`config.mk`:
```
export PLATFORM = sky130hd
export DESIGN_NAME = lsb_stego_pixel_codec_flat
export DESIGN_NICKNAME = d
export VERILOG_FILES = /design/src/hdl/lsbsc_pkg.sv /design/src/hdl/lsbsc_ifs.sv /design/src/hdl/lsbsc_cfg.sv /design/src/hdl/lsb_stego_pixel_codec.sv /design/src/flat_wrapper.sv
export VERILOG_INCLUDE_DIRS = /design/src /design/src/hdl
export SDC_FILE = /design/constraint.sdc
export NUM_CORES = 1
export LEC_CHECK = 0
export BUFFER_PORTS_ARGS = -buffer_cell sky130_fd_sc_hd__buf_2
export CELL_PAD_IN_SITES_DETAIL_PLACEMENT = 1
export CELL_PAD_IN_SITES_GLOBAL_PLACEMENT = 1
export CORE_MARGIN = 2
export CORE_UTILIZATION = 38
export CTS_CLUSTER_SIZE = 14
export DETAILED_ROUTE_END_ITERATION = 6
export PLACE_DENSITY_LB_ADDON = 0.1
export SYNTH_ARGS = -nofsm -noshare
export SYNTH_HDL_FRONTEND = slang
export SYNTH_SLANG_ARGS = --single-unit
```
`constraint.sdc`:
```
create_clock -name clk -period 7.5 [get_ports clk]
set_clock_uncertainty 0.15 [all_clocks]
set_input_delay 1.5 -clock clk [delete_from_list [all_inputs] [get_ports clk]]
set_output_delay 1.5 -clock clk [all_outputs]
set_load 0.05 [all_outputs]
```
`src/hdl/assert_macros.svh`:
```
// Assertion helpers shared by the RTL of the pixel codec.
// Include guard keeps the macros defined once per compilation unit.
`ifndef ASSERT_MACROS_SVH
`define ASSERT_MACROS_SVH

// Check a property on every rising clock edge, off while reset is high.
`define ASSERT_CLK(label, clk, rst, prop, msg) \
  label: assert property (@(posedge clk) disable iff (rst) prop) else $error(msg);

// Check a property on every rising clock edge, reset included.
`define ASSERT_ALWAYS(label, clk, prop, msg) \
  label: assert property (@(posedge clk) prop) else $error(msg);

`endif

```
`src/hdl/lsbsc_pkg.sv`:
```
`timescale 1ns / 1ps
// ----------------------------------------------------------------------------
// lsbsc_pkg
// Shared types, register indexes and helper functions of the LSB pixel codec.
// ----------------------------------------------------------------------------
package lsbsc_pkg;

  localparam int MAX_WIDTH_DEFAULT = 4096;
  localparam int IMAGE_WIDTH_RESET = 640;

  localparam int CH_W     = 8;
  localparam int IMG_W_W  = 13;
  localparam int CFG_IDX_W = 8;
  localparam int CFG_DAT_W = 13;

  // Configuration register indexes.
  localparam logic [CFG_IDX_W-1:0] REG_CODEC_MODE  = 8'd0;
  localparam logic [CFG_IDX_W-1:0] REG_IMAGE_WIDTH = 8'd1;

  // Codec modes.
  localparam logic MODE_DECODE = 1'b0;
  localparam logic MODE_ENCODE = 1'b1;

  // Position of a used pixel inside its group of three.
  localparam logic [1:0] PH_FIRST  = 2'd0;
  localparam logic [1:0] PH_SECOND = 2'd1;
  localparam logic [1:0] PH_THIRD  = 2'd2;

  typedef struct packed {
    logic               codec_mode;
    logic [IMG_W_W-1:0] eff_width;   // image width capped at the maximum
    logic [IMG_W_W-1:0] used_width;  // eff_width rounded down to a multiple of three
  } cfg_t;

  // Remainder by three: base-4 digits sum to the same residue.
  function automatic logic [1:0] mod3_13(input logic [IMG_W_W-1:0] v);
    logic [IMG_W_W:0] p;
    logic [4:0]       s;
    logic [3:0]       t;
    logic [1:0]       r;
    p = {1'b0, v};
    s = '0;
    for (int i = 0; i < 7; i++) begin
      s = s + 5'(p[2*i +: 2]);
    end
    t = 4'(s[1:0]) + 4'(s[3:2]) + 4'(s[4]);
    if (t >= 4'd6) begin
      r = 2'(t - 4'd6);
    end else if (t >= 4'd3) begin
      r = 2'(t - 4'd3);
    end else begin
      r = 2'(t);
    end
    return r;
  endfunction

endpackage

```
`src/hdl/lsbsc_ifs.sv`:
```
`timescale 1ns / 1ps
// ----------------------------------------------------------------------------
// lsbsc interfaces
// Pixel request, result and configuration write channels of the codec.
// ----------------------------------------------------------------------------
interface lsbsc_pixel_if;
  logic       valid;
  logic       ready;
  logic [7:0] red;
  logic [7:0] green;
  logic [7:0] blue;
  logic [7:0] msg_byte;
  logic       msg_last;
  logic       frame_start;

  modport source (output valid, red, green, blue, msg_byte, msg_last, frame_start,
                  input ready);
  modport sink   (input valid, red, green, blue, msg_byte, msg_last, frame_start,
                  output ready);
endinterface

interface lsbsc_result_if;
  logic       valid;
  logic       ready;
  logic [7:0] out_red;
  logic [7:0] out_green;
  logic [7:0] out_blue;
  logic       byte_consumed;
  logic [7:0] decoded_byte;
  logic       decoded_valid;
  logic       message_end;

  modport source (output valid, out_red, out_green, out_blue, byte_consumed,
                  decoded_byte, decoded_valid, message_end, input ready);
  modport sink   (input valid, out_red, out_green, out_blue, byte_consumed,
                  decoded_byte, decoded_valid, message_end, output ready);
endinterface

interface lsbsc_cfg_if;
  logic        valid;
  logic        ready;
  logic [7:0]  index;
  logic [12:0] data;

  modport source (output valid, index, data, input ready);
  modport sink   (input valid, index, data, output ready);
endinterface

```
`src/hdl/lsbsc_cfg.sv`:
```
`timescale 1ns / 1ps
// ----------------------------------------------------------------------------
// lsbsc_cfg
// Configuration registers; derives the capped and used row widths on write.
// ----------------------------------------------------------------------------
module lsbsc_cfg #(
  parameter int MAX_WIDTH = lsbsc_pkg::MAX_WIDTH_DEFAULT
) (
  input  logic              clk,
  input  logic              rst,
  lsbsc_cfg_if.sink         cfg,
  output lsbsc_pkg::cfg_t   cfg_state
);

  localparam int CAP_WIDTH  = (MAX_WIDTH > 8191) ? 8191 : MAX_WIDTH;
  localparam int RST_WIDTH  = (lsbsc_pkg::IMAGE_WIDTH_RESET > CAP_WIDTH) ?
                              CAP_WIDTH : lsbsc_pkg::IMAGE_WIDTH_RESET;
  localparam int RST_USED   = RST_WIDTH - (RST_WIDTH % 3);

  logic [lsbsc_pkg::IMG_W_W-1:0] width_capped;
  logic [lsbsc_pkg::IMG_W_W-1:0] width_used;

  assign cfg.ready = 1'b1;

  always_comb begin
    if (int'(cfg.data) > CAP_WIDTH) begin
      width_capped = lsbsc_pkg::IMG_W_W'(CAP_WIDTH);
    end else begin
      width_capped = cfg.data;
    end
    width_used = width_capped
               - lsbsc_pkg::IMG_W_W'(lsbsc_pkg::mod3_13(width_capped));
  end

  always_ff @(posedge clk) begin
    if (rst) begin
      cfg_state.codec_mode <= lsbsc_pkg::MODE_DECODE;
      cfg_state.eff_width  <= lsbsc_pkg::IMG_W_W'(RST_WIDTH);
      cfg_state.used_width <= lsbsc_pkg::IMG_W_W'(RST_USED);
    end else if (cfg.valid && cfg.ready) begin
      case (cfg.index)
        lsbsc_pkg::REG_CODEC_MODE: begin
          cfg_state.codec_mode <= cfg.data[0];
        end
        lsbsc_pkg::REG_IMAGE_WIDTH: begin
          cfg_state.eff_width  <= width_capped;
          cfg_state.used_width <= width_used;
        end
        default: begin
        end
      endcase
    end
  end

endmodule

```
`src/hdl/lsb_stego_pixel_codec.sv`:
```
`timescale 1ns / 1ps
// ----------------------------------------------------------------------------
// lsb_stego_pixel_codec
// Hides or recovers one message byte per group of three RGB pixels in the
// channel LSBs, with an end mark in the last blue LSB of each group.
// ----------------------------------------------------------------------------
// A request's result is registered and shows in the cycle after it is accepted.
// Throughput: one pixel per cycle while results are taken; the output register
// frees as it is taken. The single result register sets that figure; the input
// side stalls only while a result waits. Reset clears position, phase, end flag
// and output valid and loads decode mode, row width 640 (capped at MAX_WIDTH).
module lsb_stego_pixel_codec #(
  parameter int MAX_WIDTH = lsbsc_pkg::MAX_WIDTH_DEFAULT
) (
  input  logic            clk,
  input  logic            rst,
  lsbsc_pixel_if.sink     pix_in,
  lsbsc_result_if.source  pix_out,
  lsbsc_cfg_if.sink       cfg
);

`include "assert_macros.svh"

  localparam int COL_FULL = (MAX_WIDTH > 1) ? $clog2(MAX_WIDTH) : 1;
  localparam int COL_W    = (COL_FULL > lsbsc_pkg::IMG_W_W) ? lsbsc_pkg::IMG_W_W : COL_FULL;

  lsbsc_pkg::cfg_t cfg_state;

  lsbsc_cfg #(
    .MAX_WIDTH (MAX_WIDTH)
  ) u_cfg (
    .clk       (clk),
    .rst       (rst),
    .cfg       (cfg),
    .cfg_state (cfg_state)
  );

  // Stream position state.
  logic [COL_W-1:0] column_index;
  logic [1:0]       group_phase;
  logic [5:0]       bit_gather;
  logic             finished;

  // Result register.
  logic       out_valid;
  logic [7:0] out_red;
  logic [7:0] out_green;
  logic [7:0] out_blue;
  logic       out_consumed;
  logic [7:0] out_dbyte;
  logic       out_dvalid;
  logic       out_mend;

  logic accept;

  logic [COL_W-1:0]              col_cur;
  logic [1:0]                    ph_cur;
  logic [5:0]                    bg_cur;
  logic                          fin_cur;
  logic [lsbsc_pkg::IMG_W_W-1:0] col_ext;
  logic [lsbsc_pkg::IMG_W_W-1:0] col_plus;
  logic                          active;
  logic [2:0]                    rgb_lsb;

  logic [7:0]       red_next;
  logic [7:0]       green_next;
  logic [7:0]       blue_next;
  logic             consumed_next;
  logic [7:0]       dbyte_next;
  logic             dvalid_next;
  logic             mend_next;
  logic [COL_W-1:0] column_index_next;
  logic [1:0]       group_phase_next;
  logic [5:0]       bit_gather_next;
  logic             finished_next;

  assign pix_in.ready = !out_valid || pix_out.ready;
  assign accept       = pix_in.valid && pix_in.ready;

  always_comb begin
    // A frame start restarts the stream before this pixel is handled.
    col_cur  = pix_in.frame_start ? '0   : column_index;
    ph_cur   = pix_in.frame_start ? lsbsc_pkg::PH_FIRST : group_phase;
    bg_cur   = pix_in.frame_start ? '0   : bit_gather;
    fin_cur  = pix_in.frame_start ? 1'b0 : finished;

    col_ext  = lsbsc_pkg::IMG_W_W'(col_cur);
    col_plus = col_ext + lsbsc_pkg::IMG_W_W'(1);
    active   = (col_ext < cfg_state.used_width) && !fin_cur;
    rgb_lsb  = {pix_in.red[0], pix_in.green[0], pix_in.blue[0]};

    red_next         = pix_in.red;
    green_next       = pix_in.green;
    blue_next        = pix_in.blue;
    consumed_next    = 1'b0;
    dbyte_next       = '0;
    dvalid_next      = 1'b0;
    mend_next        = 1'b0;
    group_phase_next = ph_cur;
    bit_gather_next  = bg_cur;
    finished_next    = fin_cur;

    if (active) begin
      if (cfg_state.codec_mode == lsbsc_pkg::MODE_ENCODE) begin
        case (ph_cur)
          lsbsc_pkg::PH_FIRST: begin
            red_next[0]   = pix_in.msg_byte[7];
            green_next[0] = pix_in.msg_byte[6];
            blue_next[0]  = pix_in.msg_byte[5];
          end
          lsbsc_pkg::PH_SECOND: begin
            red_next[0]   = pix_in.msg_byte[4];
            green_next[0] = pix_in.msg_byte[3];
            blue_next[0]  = pix_in.msg_byte[2];
          end
          default: begin
            red_next[0]   = pix_in.msg_byte[1];
            green_next[0] = pix_in.msg_byte[0];
            blue_next[0]  = pix_in.msg_last;
            consumed_next = 1'b1;
            mend_next     = pix_in.msg_last;
            finished_next = pix_in.msg_last;
          end
        endcase
      end else begin
        case (ph_cur)
          lsbsc_pkg::PH_FIRST: begin
            bit_gather_next = {3'b000, rgb_lsb};
          end
          lsbsc_pkg::PH_SECOND: begin
            bit_gather_next = {bg_cur[2:0], rgb_lsb};
          end
          default: begin
            dbyte_next    = {bg_cur, pix_in.red[0], pix_in.green[0]};
            dvalid_next   = 1'b1;
            mend_next     = pix_in.blue[0];
            finished_next = pix_in.blue[0];
          end
        endcase
      end
      // Phase values above the third wrap like the third.
      if (ph_cur >= lsbsc_pkg::PH_THIRD) begin
        group_phase_next = lsbsc_pkg::PH_FIRST;
      end else begin
        group_phase_next = ph_cur + 2'd1;
      end
    end

    if (col_plus >= cfg_state.eff_width) begin
      column_index_next = '0;
    end else begin
      column_index_next = COL_W'(col_plus);
    end
  end

  always_ff @(posedge clk) begin
    if (rst) begin
      column_index <= '0;
      group_phase  <= lsbsc_pkg::PH_FIRST;
      bit_gather   <= '0;
      finished     <= 1'b0;
      out_valid    <= 1'b0;
    end else if (accept) begin
      column_index <= column_index_next;
      group_phase  <= group_phase_next;
      bit_gather   <= bit_gather_next;
      finished     <= finished_next;
      out_valid    <= 1'b1;
    end else if (pix_out.ready) begin
      out_valid    <= 1'b0;
    end
  end

  always_ff @(posedge clk) begin
    if (accept) begin
      out_red      <= red_next;
      out_green    <= green_next;
      out_blue     <= blue_next;
      out_consumed <= consumed_next;
      out_dbyte    <= dbyte_next;
      out_dvalid   <= dvalid_next;
      out_mend     <= mend_next;
    end
  end

  assign pix_out.valid         = out_valid;
  assign pix_out.out_red       = out_red;
  assign pix_out.out_green     = out_green;
  assign pix_out.out_blue      = out_blue;
  assign pix_out.byte_consumed = out_consumed;
  assign pix_out.decoded_byte  = out_dbyte;
  assign pix_out.decoded_valid = out_dvalid;
  assign pix_out.message_end   = out_mend;

  // A finished group always returns the phase to the first pixel.
  `ASSERT_CLK(a_group_wraps, clk, rst,
    accept && (consumed_next || dvalid_next) |=> group_phase == lsbsc_pkg::PH_FIRST,
    "group phase did not wrap after a completed byte")

  // Encode and decode flags never appear on the same result.
  `ASSERT_CLK(a_flags_exclusive, clk, rst,
    out_valid |-> !(out_consumed && out_dvalid),
    "byte_consumed and decoded_valid both set")

  // The end flag is only raised by a pixel that carried the end mark.
  `ASSERT_CLK(a_end_source, clk, rst,
    $rose(finished) |-> $past(accept && mend_next),
    "end flag set without a final byte")

endmodule

```
`src/flat_wrapper.sv`:
```
// flat-port wrapper written by rule: the top's interface ports become plain ports
module lsb_stego_pixel_codec_flat 
#(
  parameter int MAX_WIDTH = lsbsc_pkg::MAX_WIDTH_DEFAULT
)
  (clk, rst, pix_in_valid, pix_in_red, pix_in_green, pix_in_blue, pix_in_msg_byte, pix_in_msg_last, pix_in_frame_start, pix_in_ready, pix_out_valid, pix_out_out_red, pix_out_out_green, pix_out_out_blue, pix_out_byte_consumed, pix_out_decoded_byte, pix_out_decoded_valid, pix_out_message_end, pix_out_ready, cfg_valid, cfg_index, cfg_data, cfg_ready);
  lsbsc_pixel_if pix_in_i ();
  lsbsc_result_if pix_out_i ();
  lsbsc_cfg_if cfg_i ();
  input  logic clk;
  input  logic rst;
  input wire logic [$bits(pix_in_i.valid)-1:0] pix_in_valid;
  input wire logic [$bits(pix_in_i.red)-1:0] pix_in_red;
  input wire logic [$bits(pix_in_i.green)-1:0] pix_in_green;
  input wire logic [$bits(pix_in_i.blue)-1:0] pix_in_blue;
  input wire logic [$bits(pix_in_i.msg_byte)-1:0] pix_in_msg_byte;
  input wire logic [$bits(pix_in_i.msg_last)-1:0] pix_in_msg_last;
  input wire logic [$bits(pix_in_i.frame_start)-1:0] pix_in_frame_start;
  output wire logic [$bits(pix_in_i.ready)-1:0] pix_in_ready;
  output wire logic [$bits(pix_out_i.valid)-1:0] pix_out_valid;
  output wire logic [$bits(pix_out_i.out_red)-1:0] pix_out_out_red;
  output wire logic [$bits(pix_out_i.out_green)-1:0] pix_out_out_green;
  output wire logic [$bits(pix_out_i.out_blue)-1:0] pix_out_out_blue;
  output wire logic [$bits(pix_out_i.byte_consumed)-1:0] pix_out_byte_consumed;
  output wire logic [$bits(pix_out_i.decoded_byte)-1:0] pix_out_decoded_byte;
  output wire logic [$bits(pix_out_i.decoded_valid)-1:0] pix_out_decoded_valid;
  output wire logic [$bits(pix_out_i.message_end)-1:0] pix_out_message_end;
  input wire logic [$bits(pix_out_i.ready)-1:0] pix_out_ready;
  input wire logic [$bits(cfg_i.valid)-1:0] cfg_valid;
  input wire logic [$bits(cfg_i.index)-1:0] cfg_index;
  input wire logic [$bits(cfg_i.data)-1:0] cfg_data;
  output wire logic [$bits(cfg_i.ready)-1:0] cfg_ready;
  assign pix_in_i.valid = pix_in_valid;
  assign pix_in_i.red = pix_in_red;
  assign pix_in_i.green = pix_in_green;
  assign pix_in_i.blue = pix_in_blue;
  assign pix_in_i.msg_byte = pix_in_msg_byte;
  assign pix_in_i.msg_last = pix_in_msg_last;
  assign pix_in_i.frame_start = pix_in_frame_start;
  assign pix_in_ready = pix_in_i.ready;
  assign pix_out_valid = pix_out_i.valid;
  assign pix_out_out_red = pix_out_i.out_red;
  assign pix_out_out_green = pix_out_i.out_green;
  assign pix_out_out_blue = pix_out_i.out_blue;
  assign pix_out_byte_consumed = pix_out_i.byte_consumed;
  assign pix_out_decoded_byte = pix_out_i.decoded_byte;
  assign pix_out_decoded_valid = pix_out_i.decoded_valid;
  assign pix_out_message_end = pix_out_i.message_end;
  assign pix_out_i.ready = pix_out_ready;
  assign cfg_i.valid = cfg_valid;
  assign cfg_i.index = cfg_index;
  assign cfg_i.data = cfg_data;
  assign cfg_ready = cfg_i.ready;
  lsb_stego_pixel_codec #(.MAX_WIDTH(MAX_WIDTH)) u_core (.clk(clk), .rst(rst), .pix_in(pix_in_i), .pix_out(pix_out_i), .cfg(cfg_i));
endmodule
```
### Word-level counts from Yosys, hierarchy flattened

Index checks and enable logic that the tools add are counted.

| operators by class | value |
|---|---|
| add/subtract/negate cells | 13 |
| order comparisons | 6 |
| eq/ne operators | 2 |
| multiplexer cells | 32 |
| bitwise operators | 1 |
| reductions and logical operators | 14 |

Operators with widths:

| operator | number |
|---|---|
| 12-bit two-way mux | 2 |
| 6-bit two-way mux | 3 |
| 1-bit two-way mux | 17 |
| 12-bit by 1-bit adder with 13-bit output, second input constant | 1 |
| 13-bit >= comparator | 1 |
| 13-bit greater-than comparator, second input constant | 1 |
| 12-bit by 13-bit < comparator with 1-bit output | 1 |
| 13-bit two-way mux | 1 |
| 13-bit by 2-bit subtractor with 13-bit output | 1 |
| 6-bit one-hot mux with 2 select lines | 1 |
| 5-bit by 2-bit adder with 5-bit output | 2 |
| 2-bit two-way mux | 5 |
| 8-bit by 1-bit == test with 1-bit output, second input constant | 1 |
| 8-bit zero test | 1 |
| 2-bit by 2-bit adder with 3-bit output | 2 |
| 1-bit one-hot mux with 2 select lines | 3 |
| 2-bit AND reduction | 3 |
| 4-bit by 2-bit adder with 5-bit output | 1 |
| 5-bit by 1-bit adder with 5-bit output | 1 |
| 3-bit by 1-bit adder with 4-bit output | 1 |
| 3-bit by 2-bit adder with 4-bit output | 1 |
| 4-bit by 2-bit >= comparator with 1-bit output, second input constant | 1 |
| 4-bit by 3-bit >= comparator with 1-bit output, second input constant | 1 |
| 2-bit OR reduction | 2 |
| other kinds (11) | 14 |

| word-level totals | value |
|---|---|
| flip-flop bits (word level) | 84 |
| input port bits | 60 |
| output and inout bits | 38 |
| word-level logic and storage cells | 83 |

### Longest topological paths before layout

Gate-level depths: netlist of the first run.

| logic depth | value |
|---|---|
| depth in word-level cells | 14 |
| mapped depth | 24 |
| mapped depth without buffers | 23 |

### Modules after synthesis

A second synthesis of the first run with hierarchy kept.

| second synthesis, totals | value |
|---|---|
| cell total of the unflattened synthesis | 516 |
| area total of the unflattened synthesis | 4,802.1 um^2 |

Modules (own cells, without submodules):

| module | times used | cells each | area each (um^2) | seq. area each (um^2) |
|---|---|---|---|---|
| lsb_stego_pixel_codec | 1 | 301 | 2,990.4 | 1,491.4 |
| lsbsc_cfg | 1 | 215 | 1,811.7 | 540.5 |

### Least setup slack after synthesis of the first run

OpenSTA, ideal clock, no wires.

| timing path | value |
|---|---|
| path kind | input -> register |
| start | in cfg_data[12] |
| end | reg, netlist name u_core.u_cfg.cfg_state[11] |
| setup time | 0.079 ns |
| data arrival time | 6.928 ns |
| required time | 7.271 ns |
| slack | 0.342 ns |
| cell stages on the path | 23 |
| path buffers | 1 |
| cell sequence | buf_2 -> nor2b_1 -> inv_1 -> fa_1 -> fa_1 -> fa_1 -> fa_1 -> inv_1 -> fa_1 -> xnor2_1 -> fa_1 -> inv_1 -> fa_1 -> ha_1 -> inv_1 -> a21oi_1 -> a211o_1 -> ha_1 -> nor2b_1 -> or3_4 -> nor4b_4 -> xnor2_1 -> a211oi_2 |

| on the way | value |
|---|---|
| word-level cells in the longest chain between the ends | 14 |
| elaborated cells between the ends (all ways) | 17 |
| those cells by class | add/sub (11); order compare (3); mux (3) |

RTL lines:

| item | line | text |
|---|---|---|
| start: declaration | flat_wrapper.sv:31 | `input wire logic [$bits(cfg_i.data)-1:0] cfg_data;` |
| 13-bit greater-than comparator | lsbsc_cfg.sv:26 | `if (int'(cfg.data) > CAP_WIDTH) begin` |
| 13-bit two-way mux * | lsbsc_cfg.sv:26 |  |
| 2-bit by 2-bit adder with 3-bit output | lsbsc_pkg.sv:44 | `s = s + 5'(p[2*i +: 2]);` |
| 3-bit by 2-bit adder with 4-bit output | lsbsc_pkg.sv:44 |  |
| 4-bit by 2-bit adder with 5-bit output | lsbsc_pkg.sv:44 |  |
| 5-bit by 2-bit adder with 5-bit output (2 in a row) | lsbsc_pkg.sv:44 |  |
| 5-bit by 1-bit adder with 5-bit output | lsbsc_pkg.sv:44 |  |
| 2-bit by 2-bit adder with 3-bit output | lsbsc_pkg.sv:46 | `t = 4'(s[1:0]) + 4'(s[3:2]) + 4'(s[4]);` |
| 3-bit by 1-bit adder with 4-bit output | lsbsc_pkg.sv:46 |  |
| 4-bit by 2-bit >= comparator with 1-bit output or 2-bit subtractor (tied branches) | lsbsc_pkg.sv:49, lsbsc_pkg.sv:50 |  |
| 2-bit two-way mux | lsbsc_pkg.sv:49 | `end else if (t >= 4'd3) begin` |
| 2-bit two-way mux | lsbsc_pkg.sv:47 | `if (t >= 4'd6) begin` |
| 13-bit by 2-bit subtractor with 13-bit output * | lsbsc_cfg.sv:32 | `- lsbsc_pkg::IMG_W_W'(lsbsc_pkg::mod3_13(width_capped));` |

Mark *: on every way between the ends. The rest lies on a longest branch, timed or not.
A chain may end at the register's enable or synchronous reset.

### Worst setup path after layout of the first run

| timing path | value |
|---|---|
| start | in cfg_data[5] |
| end | reg, netlist name u_core.u_cfg.cfg_state[11] |

| on the way | value |
|---|---|
| word-level cells in the longest chain between the ends | 14 |
| elaborated cells between the ends (all ways) | 17 |
| those cells by class | add/sub (11); order compare (3); mux (3) |

RTL lines:

| item | line |
|---|---|
| 13-bit greater-than comparator | lsbsc_cfg.sv:26 |
| 13-bit two-way mux * | lsbsc_cfg.sv:26 |
| 2-bit by 2-bit adder with 3-bit output | lsbsc_pkg.sv:44 |
| 3-bit by 2-bit adder with 4-bit output | lsbsc_pkg.sv:44 |
| 4-bit by 2-bit adder with 5-bit output | lsbsc_pkg.sv:44 |
| 5-bit by 2-bit adder with 5-bit output (2 in a row) | lsbsc_pkg.sv:44 |
| 5-bit by 1-bit adder with 5-bit output | lsbsc_pkg.sv:44 |
| 2-bit by 2-bit adder with 3-bit output | lsbsc_pkg.sv:46 |
| 3-bit by 1-bit adder with 4-bit output | lsbsc_pkg.sv:46 |
| 4-bit by 2-bit >= comparator with 1-bit output or 2-bit subtractor (tied branches) | lsbsc_pkg.sv:49, lsbsc_pkg.sv:50 |
| 2-bit two-way mux | lsbsc_pkg.sv:49 |
| 2-bit two-way mux | lsbsc_pkg.sv:47 |
| 13-bit by 2-bit subtractor with 13-bit output * | lsbsc_cfg.sv:32 |

Marked as above.

==> impl_metrics.tcl, run 1 <==
set metrics [dict create \
    run_status "completed" \
    prevailing_post_synth_register_cell "dfxtp_1" \
    cts.repair.resized 0 \
    crit_fanout 4 \
    synth_top_area_cell "edfxtp_1" \
    synth-edff-count 35 \
    cts_tree "done" \
    grt_overflow_total 0 \
    wire_per_inst_um 16.68 \
    syn_nets 603 \
    worstSetupStartpointType "input port" \
    die-height_um 117.0 \
    timing.rr.start "u_core.column_index[1]" \
    worst_ep_required_time_ns 7.55 \
    cts_setup_buffers 0 \
    syn-mean-instance-area_sq_um 9.690 \
    placement.cell_area_sq_um 5508 \
    clock_insertion_delay_worst_skew_ns 0.34 \
    die_area_sq_um 13700 \
    routed.top_layer "met4" \
    grt_max_degree 40 \
    row_count 41 \
    timing.setup.tns_ns 0 \
    max_cap_violations 0 \
    via_count_of_the_first_global_routing_pass 4220 \
    i_o_pins 98 \
    cts_sinks 84 \
    ys_types 66 \
    numCtsBuffers 9 \
    p_per_area_nw_per_um2 261.8 \
    synthCells 501 \
    grt_first_pass_wirelength_mm 20.97 \
    routed-wl-met3_um 660 \
    antenna_found_initial 0 \
    synthToLayoutAreaGrowth_pct 19.18 \
    synth_largest_type_area_fraction 0.2165 \
    drc 0 \
    endpoint_kind "flip-flop" \
    p_leak_nw 2.659 \
    min_period_ns 7.072 \
    ir_worst_vdd_v 0.0001713 \
    number_of_hold_slack_violations_in_the_final_timing_report 0 \
    nFillCells 1444 \
    clk_pin_slew_worst_paths_ns 0.06 \
    fmaxAchievable_mhz 141.4 \
    cts.htree.levels 3 \
    ys.warnings.count 0 \
    overall_global_routing_usage 0.1994 \
    setup_viol 0 \
    hold_start "u_core.u_cfg.cfg_state[24]" \
    globalplace.congestion 0.8297 \
    synth_top_cells_by_count "50 x nand2_1, 49 x dfxtp_1, 49 x inv_1, 43 x a21oi_1, 35 x edfxtp_1" \
    layout_worst_path_cycle_share 0.9430 \
    timing.final.max_slew_violations 0 \
    routed_via_density 5.186 \
    synth-seq-area-share 0.4186 \
    max-slew-margin-rel 0.3085 \
    timing_worst_setup_path_type "in -> reg" \
    synth.cell_area_sq_um 4855 \
    worstSetupStartpoint "cfg_data[5]" \
    dr_total_vias 3993 \
    place.detailed.hpwl_mm 9.935 \
    tightestPinTransition_ns 1.037 \
    drt.antenna.violating_nets 0 \
    firstDrtPassIters 4 \
    synth_async_sr_flop_share 0 \
    postCtsHoldBufs 0 \
    starting_density 0.3863 \
    yosysMostFrequentCell "nand2_1" \
    initialDrtViolationCount 198 \
    worst_hold_path_type "reg -> reg" \
    max-clock-path-buffers 2 \
    wl_mm 12.84 \
    std_cell_core_area_sq_um 12570 \
    die_w_um 117.0 \
    num_antenna_cells 0 \
    port_buffers 96 \
    arrival_ns 7.12 \
    grt_setup_unrepaired "false" \
    final_layout_size_suffix_gt1_frac 0.2308 \
    cts_root_buffer "clkbuf_16" \
    routed-wl-met2_mm 6.139 \
    final_design_area_no_fill_sq_um 5786 \
    finish.net_count 695 \
    synthTopCellsByArea "edfxtp_1 22%, dfxtp_1 20%, ha_1 8.0%" \
    synth.ff_latch_count 84 \
    route.layer.met1.wl_mm 5.788 \
]
## worst max-delay path, cell delays in order
cell and delay, ns:
buf_2 0.12, nor2b_1 0.26, inv_1 0.10, fa_1 0.51
inv_1 0.05, fa_1 0.49, fa_1 0.53, fa_1 0.48
xnor2_1 0.17, fa_1 0.39, inv_1 0.07, fa_1 0.43
ha_1 0.23, inv_1 0.08, a21oi_1 0.08, a211o_1 0.32
ha_1 0.28, nor2b_1 0.14, or3_4 0.37, nor4b_4 0.29
xnor2_1 0.16, a211oi_2 0.09
## layout make-up
| type | count | area, sq um | area share |
|---|---|---|---|
| Clock buffer | 10 | 229.0 | 0.03958 |
| Clock inverter | 6 | 48.80 | 0.008434 |
| Inverter | 50 | 187.7 | 0.03244 |
| Multi-Input combinational cell | 344 | 2532 | 0.4377 |
| Sequential cell | 84 | 2032 | 0.3512 |
| Tap cell | 172 | 215.2 | 0.03720 |
| Timing Repair Buffer | 104 | 540.5 | 0.09343 |
## sequential cells by signal, summed over array words and instances, names as in the netlist
| name | cells |
|---|---|
| u_core.bit_gather | 6 |
| u_core.pix_out.decoded_byte | 8 |
| u_core.pix_out.valid | 1 |
| u_core.column_index | 12 |
| u_core.pix_out.out_blue | 8 |
| u_core.pix_out.message_end | 1 |
| u_core.group_phase | 2 |
| u_core.pix_out.decoded_valid | 1 |
| u_core.finished | 1 |
| u_core.pix_out.out_red | 8 |
| u_core.pix_out.byte_consumed | 1 |
| u_core.u_cfg.cfg_state | 27 |
| u_core.pix_out.out_green | 8 |
## where the power goes
group,internal (mW),switching [mW]
Sequential,0.490,0.00522
Clock,0.227,0.190
Combinational,0.252,0.350
Total,0.969,0.545
## cells in the final DEF, fill, tap and decap left out, drive strengths merged, types with 4 or more instances in the layout
cell type / instances
buf: 104
nand2: 51
inv: 51
dfxtp: 49
a21oi: 43
edfxtp: 35
ha: 31
nor2: 28
nor2b: 20
o211ai: 19
and3: 13
o21ai: 12
xor2: 11
fa: 11
clkbuf: 10
nor3: 9
xnor2: 7
a21o: 7
nand2b: 5
nand3: 5
nand3b: 5
nor4: 5
a22oi: 4
nand4: 4
mux2: 4
a211oi: 4
## per-layer routing
| metal | up-vias | global-route usage |
|---|---|---|
| met2 | 112 | 0.3418 |
| met1 | 1897 | 0.2513 |
| li1 | 1962 | - |
| met3 | 22 | 0.03193 |
| met5 | - | 0 |
| met4 | 0 | 0.08078 |
## logic make-up (layout without fill, tap and decap cells)
group | count (synthesis) | after routing | synth area share
fa+ha+maj | 42 | 42 | 0.1253
buf+inv | 73 | 170 | 0.05979
simple gates | 161 | 161 | 0.1835
mux | 6 | 6 | 0.01340
other cells | 1 | 1 | 0.0007725
xor+xnor | 18 | 18 | 0.03247
compound gates | 116 | 116 | 0.1662
flops | 84 | 84 | 0.4186
## metrics by stage
step / cells / power, mW / utilization / hold slack (ns) / setup slack, ns
3_5_place_dp: 754 / 1.118 / 0.4382 / 0.2996 / 0.03175
2_1_floorplan: 501 / 0.9581 / - / 0.2855 / 0.3423
6_report: 770 / 1.514 / 0.4603 / 0.3064 / 0.4278
3_3_place_gp: 754 / 1.097 / 0.4382 / 0.3008 / 0.2105
5_1_grt: 770 / 1.617 / 0.4603 / 0.3198 / 0.1190
4_1_cts: 770 / 1.538 / 0.4603 / 0.3088 / 0.3868
## path summary, 6_finish.rpt
path,end,slack (ns),depth (start not counted)
worst min register to register,u_core.u_cfg.cfg_state[24],0.31,2
worst min-delay path,u_core.u_cfg.cfg_state[24],0.31,2
worst max register to register,u_core.column_index[11],3.91,12
worst max-delay path,u_core.u_cfg.cfg_state[11],0.43,22
Note: power is estimated with default switching activity, not from simulation.
==> inputs of run 2 (changes only) <==
--- a/config.mk
+++ b/config.mk
@@ -7,10 +7,10 @@
 export NUM_CORES = 1
 export LEC_CHECK = 0
 export BUFFER_PORTS_ARGS = -buffer_cell sky130_fd_sc_hd__buf_2
-export CELL_PAD_IN_SITES_DETAIL_PLACEMENT = 1
-export CELL_PAD_IN_SITES_GLOBAL_PLACEMENT = 1
+export CELL_PAD_IN_SITES_DETAIL_PLACEMENT = 2
+export CELL_PAD_IN_SITES_GLOBAL_PLACEMENT = 2
 export CORE_MARGIN = 2
-export CORE_UTILIZATION = 38
+export CORE_UTILIZATION = 31
 export CTS_CLUSTER_SIZE = 14
 export DETAILED_ROUTE_END_ITERATION = 6
 export PLACE_DENSITY_LB_ADDON = 0.1
==> impl_metrics.tcl, run 2 (synthesis gave the netlist of run 1 again) <==
set metrics [dict create \
    ir_worst_vdd_v 0.0001383 \
    clock_insertion_delay_worst_skew_ns 0.34 \
    placed_cells_incl_taps 793 \
    finish.net_count 695 \
    setup_viol 0 \
    worstSetupStartpoint "cfg_data[12]" \
    max-slew-margin-rel 0.2290 \
    cp_top_family "adder cells" \
    die_area_sq_um 16680 \
    timing.rr.start "u_core.column_index[1]" \
    mostFrequentLayoutCell "buf_2" \
    path_buf_inv 5 \
    p_per_area_nw_per_um2 263.0 \
    pwr-share-seq 0.323 \
    netSwitchingPower_uw 554.5 \
    port_buffers 96 \
    slowest_stage "fa_1" \
    dr_total_vias 4083 \
    timing_worst_setup_path_type "in -> reg" \
    grt_first_pass_wirelength_mm 23.54 \
    die_w_um 129.1 \
    max-clock-path-buffers 2 \
    via_count_of_the_first_global_routing_pass 4483 \
    share_clk_of_total_power 0.279 \
    crit_fanout 5 \
    globalplace.congestion 0.7953 \
    drt.antenna.violating_nets 0 \
    power.share.switching 0.3609 \
    synthToLayoutAreaGrowth_pct 20.33 \
    initialDrtViolationCount 127 \
    design_power_total_mw 1.536 \
    nFillCells 1686 \
    max_cap_violations 0 \
    cts.htree.levels 3 \
    wl_mm 14.33 \
    cts_tree "done" \
    i_o_pins 98 \
    cts_setup_buffers 0 \
    worst_ep_required_time_ns 7.54 \
    regToRegEndpoint "u_core.column_index[1]" \
    fmaxAchievable_mhz 141.6 \
    final_layout_size_suffix_gt1_frac 0.2324 \
    numCtsBuffers 9 \
    layout.cells.most_common_list "96 x buf_2, 50 x nand2_1, 49 x inv_1, 49 x dfxtp_1, 43 x a21oi_1" \
    cts_sinks 84 \
    arrival_ns 7.10 \
    die-height_um 129.1 \
    firstDrtPassIters 4 \
    timing.setup.tns_ns 0 \
    grt_setup_unrepaired "false" \
    timing.reg2reg.worst_path_depth 12 \
    std_cell_core_area_sq_um 15260 \
    p_leak_nw 2.670 \
    run_status "completed" \
    worst_hold_path_type "reg -> reg" \
    place.detailed.hpwl_mm 11.18 \
    drc 0 \
    crit_chain "buf_2 -> nor2b_1 -> inv_1 -> fa_1 -> fa_1 -> fa_1 -> fa_1 -> inv_1 -> fa_1 -> xnor2_1 -> fa_1 -> inv_1 -> fa_1 -> ha_1 -> inv_1 -> a21oi_1 -> a211o_1 -> ha_1 -> nor2b_1 -> or3_4 -> nor4b_4 -> xnor2_1 -> a211oi_2" \
    final_core_util 0.3829 \
    tightestPinTransition_ns 1.148 \
    grt_overflow_total 0 \
    layout_worst_path_cycle_share 0.9414 \
    layoutNonFillerInstCount 809 \
    wire_per_inst_um 17.71 \
    number_of_hold_slack_violations_in_the_final_timing_report 0 \
    share_comb_of_total_power 0.398 \
    cts.repair.resized 0 \
    post-route-worst-setup-slack_ns 0.4398 \
    worstSetupEndpoint "u_core.u_cfg.cfg_state[11]" \
    starting_density 0.3182 \
    detailedPlace.worstSlack_ns 0.01435 \
    postCtsHoldBufs 0 \
    timing.final.max_slew_violations 0 \
    critical_path_cell_count 23 \
    largest_register_ffs 27 \
    cts_root_buffer "clkbuf_16" \
    worstSetupStartpointType "input port" \
    worst_path_most_repeated_cell "fa_1" \
    reg.largest.list "u_core.u_cfg.cfg_state: 27 flops, u_core.column_index: 12 flops" \
    registers.top_by_ff_count "u_core.u_cfg.cfg_state" \
    overall_global_routing_usage 0.1808 \
    num_antenna_cells 0 \
    antenna_found_initial 0 \
    endpoint_kind "flip-flop" \
    min_period_ns 7.060 \
    row_count 45 \
    cpPeakStageDelay_ns 0.52 \
    r2r_slack_ns 3.90 \
    grt_max_degree 40 \
    cell_internal_pwr_uw 981.8 \
    routed_via_density 5.047 \
    clk_pin_slew_worst_paths_ns 0.06 \
]
==> run 2: cell count changes in the layout (fill, tap and decap cells not counted), sizes merged <==
cell,change
clkinvlp,-1
inv,+1
==> run 2: power by group through the flow <==
stage                     Sequential (mW)  Combinational, mW  Clock (mW)
after floorplan                     0.543              0.415           0
after global placement              0.505              0.593           0
after detailed placement            0.506              0.622           0
after CTS                           0.496              0.628       0.445
after global routing                0.497              0.690       0.468
final                               0.496              0.611       0.429
==> run 2: per-stage QoR <==
stage	hold slack (ns)	cell area [sq um]
5_1_grt	0.3409	5842
2_1_floorplan	0.2855	4855
3_3_place_gp	0.2974	5557
3_5_place_dp	0.3038	5557
6_report	0.3088	5842
4_1_cts	0.3119	5842
==> run 2: layer usage <==
| metal | up-vias | part of all wire | GRT usage | routed length, um |
|---|---|---|---|---|
| met5 | - | 0 | 0 | 0 |
| met4 | 0 | 0.0085 | 0.05179 | 122 |
| met3 | 11 | 0.043 | 0.03344 | 616 |
| met2 | 91 | 0.49 | 0.3186 | 7081 |
| met1 | 2024 | 0.45 | 0.2260 | 6508 |
| li1 | 1957 | - | - | - |
==> run 2: worst min path at each step <==
stage	to	cells past startpoint	slack [ns]	from
2_1_floorplan	u_core.u_cfg.cfg_state[6]	1	0.29	u_core.u_cfg.cfg_state[6]
4_1_cts	u_core.u_cfg.cfg_state[15]	2	0.31	u_core.u_cfg.cfg_state[15]
3_3_place_gp	u_core.u_cfg.cfg_state[15]	2	0.30	u_core.u_cfg.cfg_state[15]
5_1_grt	u_core.u_cfg.cfg_state[14]	2	0.34	u_core.u_cfg.cfg_state[14]
3_5_place_dp	u_core.u_cfg.cfg_state[15]	2	0.30	u_core.u_cfg.cfg_state[15]
6_report	u_core.u_cfg.cfg_state[15]	2	0.31	u_core.u_cfg.cfg_state[15]
==> run 2: worst reg2reg max path: stages, from the launching register on <==
cell	delay, ns
dfxtp_1	0.36
nor2b_1	0.28
ha_1	0.29
nand4b_4	0.15
nor4_2	0.42
xor2_1	0.29
ha_1	0.30
a21o_1	0.19
a21o_1	0.18
a2111oi_2	0.35
buf_4	0.25
o211ai_1	0.11
a21oi_1	0.20
==> run 2: cell type report <==
cell class	instances	area [sq um]	share of cell area
clock inverter	6	46.29	0.007925
tap	211	264.0	0.04519
multi-input combinational	344	2532	0.4335
timing repair buffer	104	540.5	0.09253
inverter	50	187.7	0.03213
sequential	84	2032	0.3478
clock buffer	10	239.0	0.04091
==> inputs of run 3 (changes only) <==
--- a/config.mk
+++ b/config.mk
@@ -10,7 +10,8 @@
 export CELL_PAD_IN_SITES_DETAIL_PLACEMENT = 2
 export CELL_PAD_IN_SITES_GLOBAL_PLACEMENT = 2
 export CORE_MARGIN = 2
-export CORE_UTILIZATION = 31
+export CORE_UTILIZATION = 32
+export CTS_BUF_LIST = sky130_fd_sc_hd__clkbuf_4
 export CTS_CLUSTER_SIZE = 14
 export DETAILED_ROUTE_END_ITERATION = 6
 export PLACE_DENSITY_LB_ADDON = 0.1
==> impl_metrics.tcl, run 3 (synthesis gave the netlist of run 1 again) <==
set metrics [dict create \
    run_status "completed" \
    final_layout_size_suffix_gt1_frac 0.2308 \
    grt_first_pass_wirelength_mm 23.28 \
    cts_tree "done" \
    std_cell_core_area_sq_um 15030 \
    layout_worst_path_cycle_share 0.9306 \
    tightestPinTransition_ns 1.149 \
    endpoint_kind "flip-flop" \
    number_of_hold_slack_violations_in_the_final_timing_report 0 \
    layout.cells.most_common_list "96 x buf_2, 50 x nand2_1, 49 x inv_1, 49 x dfxtp_1, 43 x a21oi_1" \
    max-clock-path-buffers 2 \
    die-height_um 127.2 \
    timing_worst_setup_path_type "in -> reg" \
    fmaxAchievable_mhz 143.3 \
    drt.antenna.violating_nets 0 \
    cpPeakStageDelay_ns 0.52 \
    worst_path_most_repeated_cell "fa_1" \
    setup_viol 0 \
    max-slew-margin-rel 0.2340 \
    share_comb_of_total_power 0.439 \
    clk_pin_slew_worst_paths_ns 0.14 \
    die_area_sq_um 16170 \
    layoutNonFillerInstCount 788 \
    finish.net_count 695 \
    r2r_slack_ns 3.79 \
    crit_fanout 7 \
    p_per_area_nw_per_um2 240.8 \
    starting_density 0.3229 \
    port_buffers 96 \
    postCtsHoldBufs 0 \
    registers.top_by_ff_count "u_core.u_cfg.cfg_state" \
    reg.largest.list "u_core.u_cfg.cfg_state: 27 flops, u_core.column_index: 12 flops" \
    arrival_ns 7.20 \
    overall_global_routing_usage 0.1830 \
    firstDrtPassIters 4 \
    final_core_util 0.3772 \
    row_count 45 \
    die_w_um 127.2 \
    worst_hold_path_type "reg -> reg" \
    drc 0 \
    detailedPlace.worstSlack_ns 0.01633 \
    area.sequential_sq_um 2032 \
    via_count_of_the_first_global_routing_pass 4407 \
    cts.repair.resized 0 \
    slowest_stage "fa_1" \
    grt_max_degree 40 \
    routed_via_density 5.228 \
    multiInputGateArea_sq_um 2532 \
    timing.setup.tns_ns 0 \
    post-route-worst-setup-slack_ns 0.5201 \
    place.detailed.hpwl_mm 11.36 \
    power.share.switching 0.3789 \
    cts_sinks 84 \
    ir_worst_vdd_v 0.0001347 \
    globalplace.congestion 0.8084 \
    cts.htree.levels 3 \
    p_leak_nw 2.604 \
    numCtsBuffers 9 \
    wire_per_inst_um 18.20 \
    nFillCells 1675 \
    synthToLayoutAreaGrowth_pct 16.80 \
    cell_internal_pwr_uw 848.2 \
    i_o_pins 98 \
    crit_chain "buf_2 -> inv_1 -> nand2_1 -> fa_1 -> fa_1 -> fa_1 -> fa_1 -> inv_1 -> fa_1 -> xnor2_1 -> fa_1 -> inv_1 -> fa_1 -> ha_1 -> inv_1 -> a21oi_1 -> a211o_1 -> ha_1 -> nor2b_1 -> or3_4 -> nor4b_4 -> xnor2_1 -> a211oi_2" \
    worst_ep_required_time_ns 7.72 \
    max_cap_violations 0 \
    pwr-share-seq 0.363 \
    worstSetupStartpointType "input port" \
    largest_register_ffs 27 \
    min_period_ns 6.980 \
    antenna_found_initial 2 \
    cts_root_buffer "clkbuf_4" \
    initialDrtViolationCount 162 \
    mostFrequentLayoutCell "buf_2" \
    clock_insertion_delay_worst_skew_ns 0.47 \
    cts_setup_buffers 0 \
    timing.final.max_slew_violations 0 \
    netSwitchingPower_uw 517.4 \
    dr_total_vias 4120 \
    grt_setup_unrepaired "false" \
    share_clk_of_total_power 0.198 \
    wl_mm 14.35 \
    grt_overflow_total 0 \
    placed_cells_incl_taps 770 \
]
run 3: cell count changes in the layout (fill, tap and decap cells not counted), sizes merged:
cell    change
inv         -2
clkinv      +1
bufinv      +1
diode       +2
run 3: metrics by stage:
step	power (mW)	cell area [sq um]	hold slack, ns
2_1_floorplan	0.9581	4855	0.2855
3_3_place_gp	1.101	5528	0.2973
5_1_grt	1.473	5670	0.3449
6_report	1.366	5670	0.3190
3_5_place_dp	1.116	5528	0.3044
4_1_cts	1.393	5665	0.3227
run 3: final timing paths:
| kind | startpoint | to | cells past startpoint |
|---|---|---|---|
| worst min register to register | u_core.u_cfg.cfg_state[15] | u_core.u_cfg.cfg_state[15] | 2 |
| worst max-delay path | cfg_data[12] | u_core.u_cfg.cfg_state[11] | 23 |
| worst min-delay path | u_core.u_cfg.cfg_state[15] | u_core.u_cfg.cfg_state[15] | 2 |
| worst max register to register | u_core.column_index[1] | u_core.column_index[11] | 12 |
run 3: power groups by stage:
| stage | clock (mW) | sequential (mW) | combinational, mW |
|---|---|---|---|
| after floorplan | 0 | 0.543 | 0.415 |
| after CTS | 0.283 | 0.496 | 0.614 |
| after global routing | 0.298 | 0.497 | 0.678 |
| final | 0.270 | 0.496 | 0.600 |
| after detailed placement | 0 | 0.506 | 0.610 |
| after global placement | 0 | 0.505 | 0.596 |
run 3: cell type report:
type / count / share of cell area
timing repair buffer: 104 / 0.09532
inverter: 50 / 0.03310
antenna: 2 / 0.0008826
tap: 188 / 0.04148
clock inverter: 6 / 0.01103
clock buffer: 10 / 0.01324
multi-input combinational: 344 / 0.4466
sequential: 84 / 0.3583
run 3: critical path: cells and delay by family:
| kind | cells | cell delay, ns |
|---|---|---|
| buffers and inverters | 5 | 0.53 |
| adder cells (fa/ha/maj) | 9 | 3.34 |
| XOR/XNOR | 2 | 0.27 |
| AND/OR/NAND/NOR | 4 | 0.97 |
| AO/OA/AOI/OAI | 3 | 0.57 |
run 3: per-layer routing:
layer  share of wire  GRT usage  routed length, um
met5               0          0                  0
met4           0.022    0.06787                317
met3           0.040    0.02889                573
met2            0.48     0.3169               6957
met1            0.45     0.2309               6497
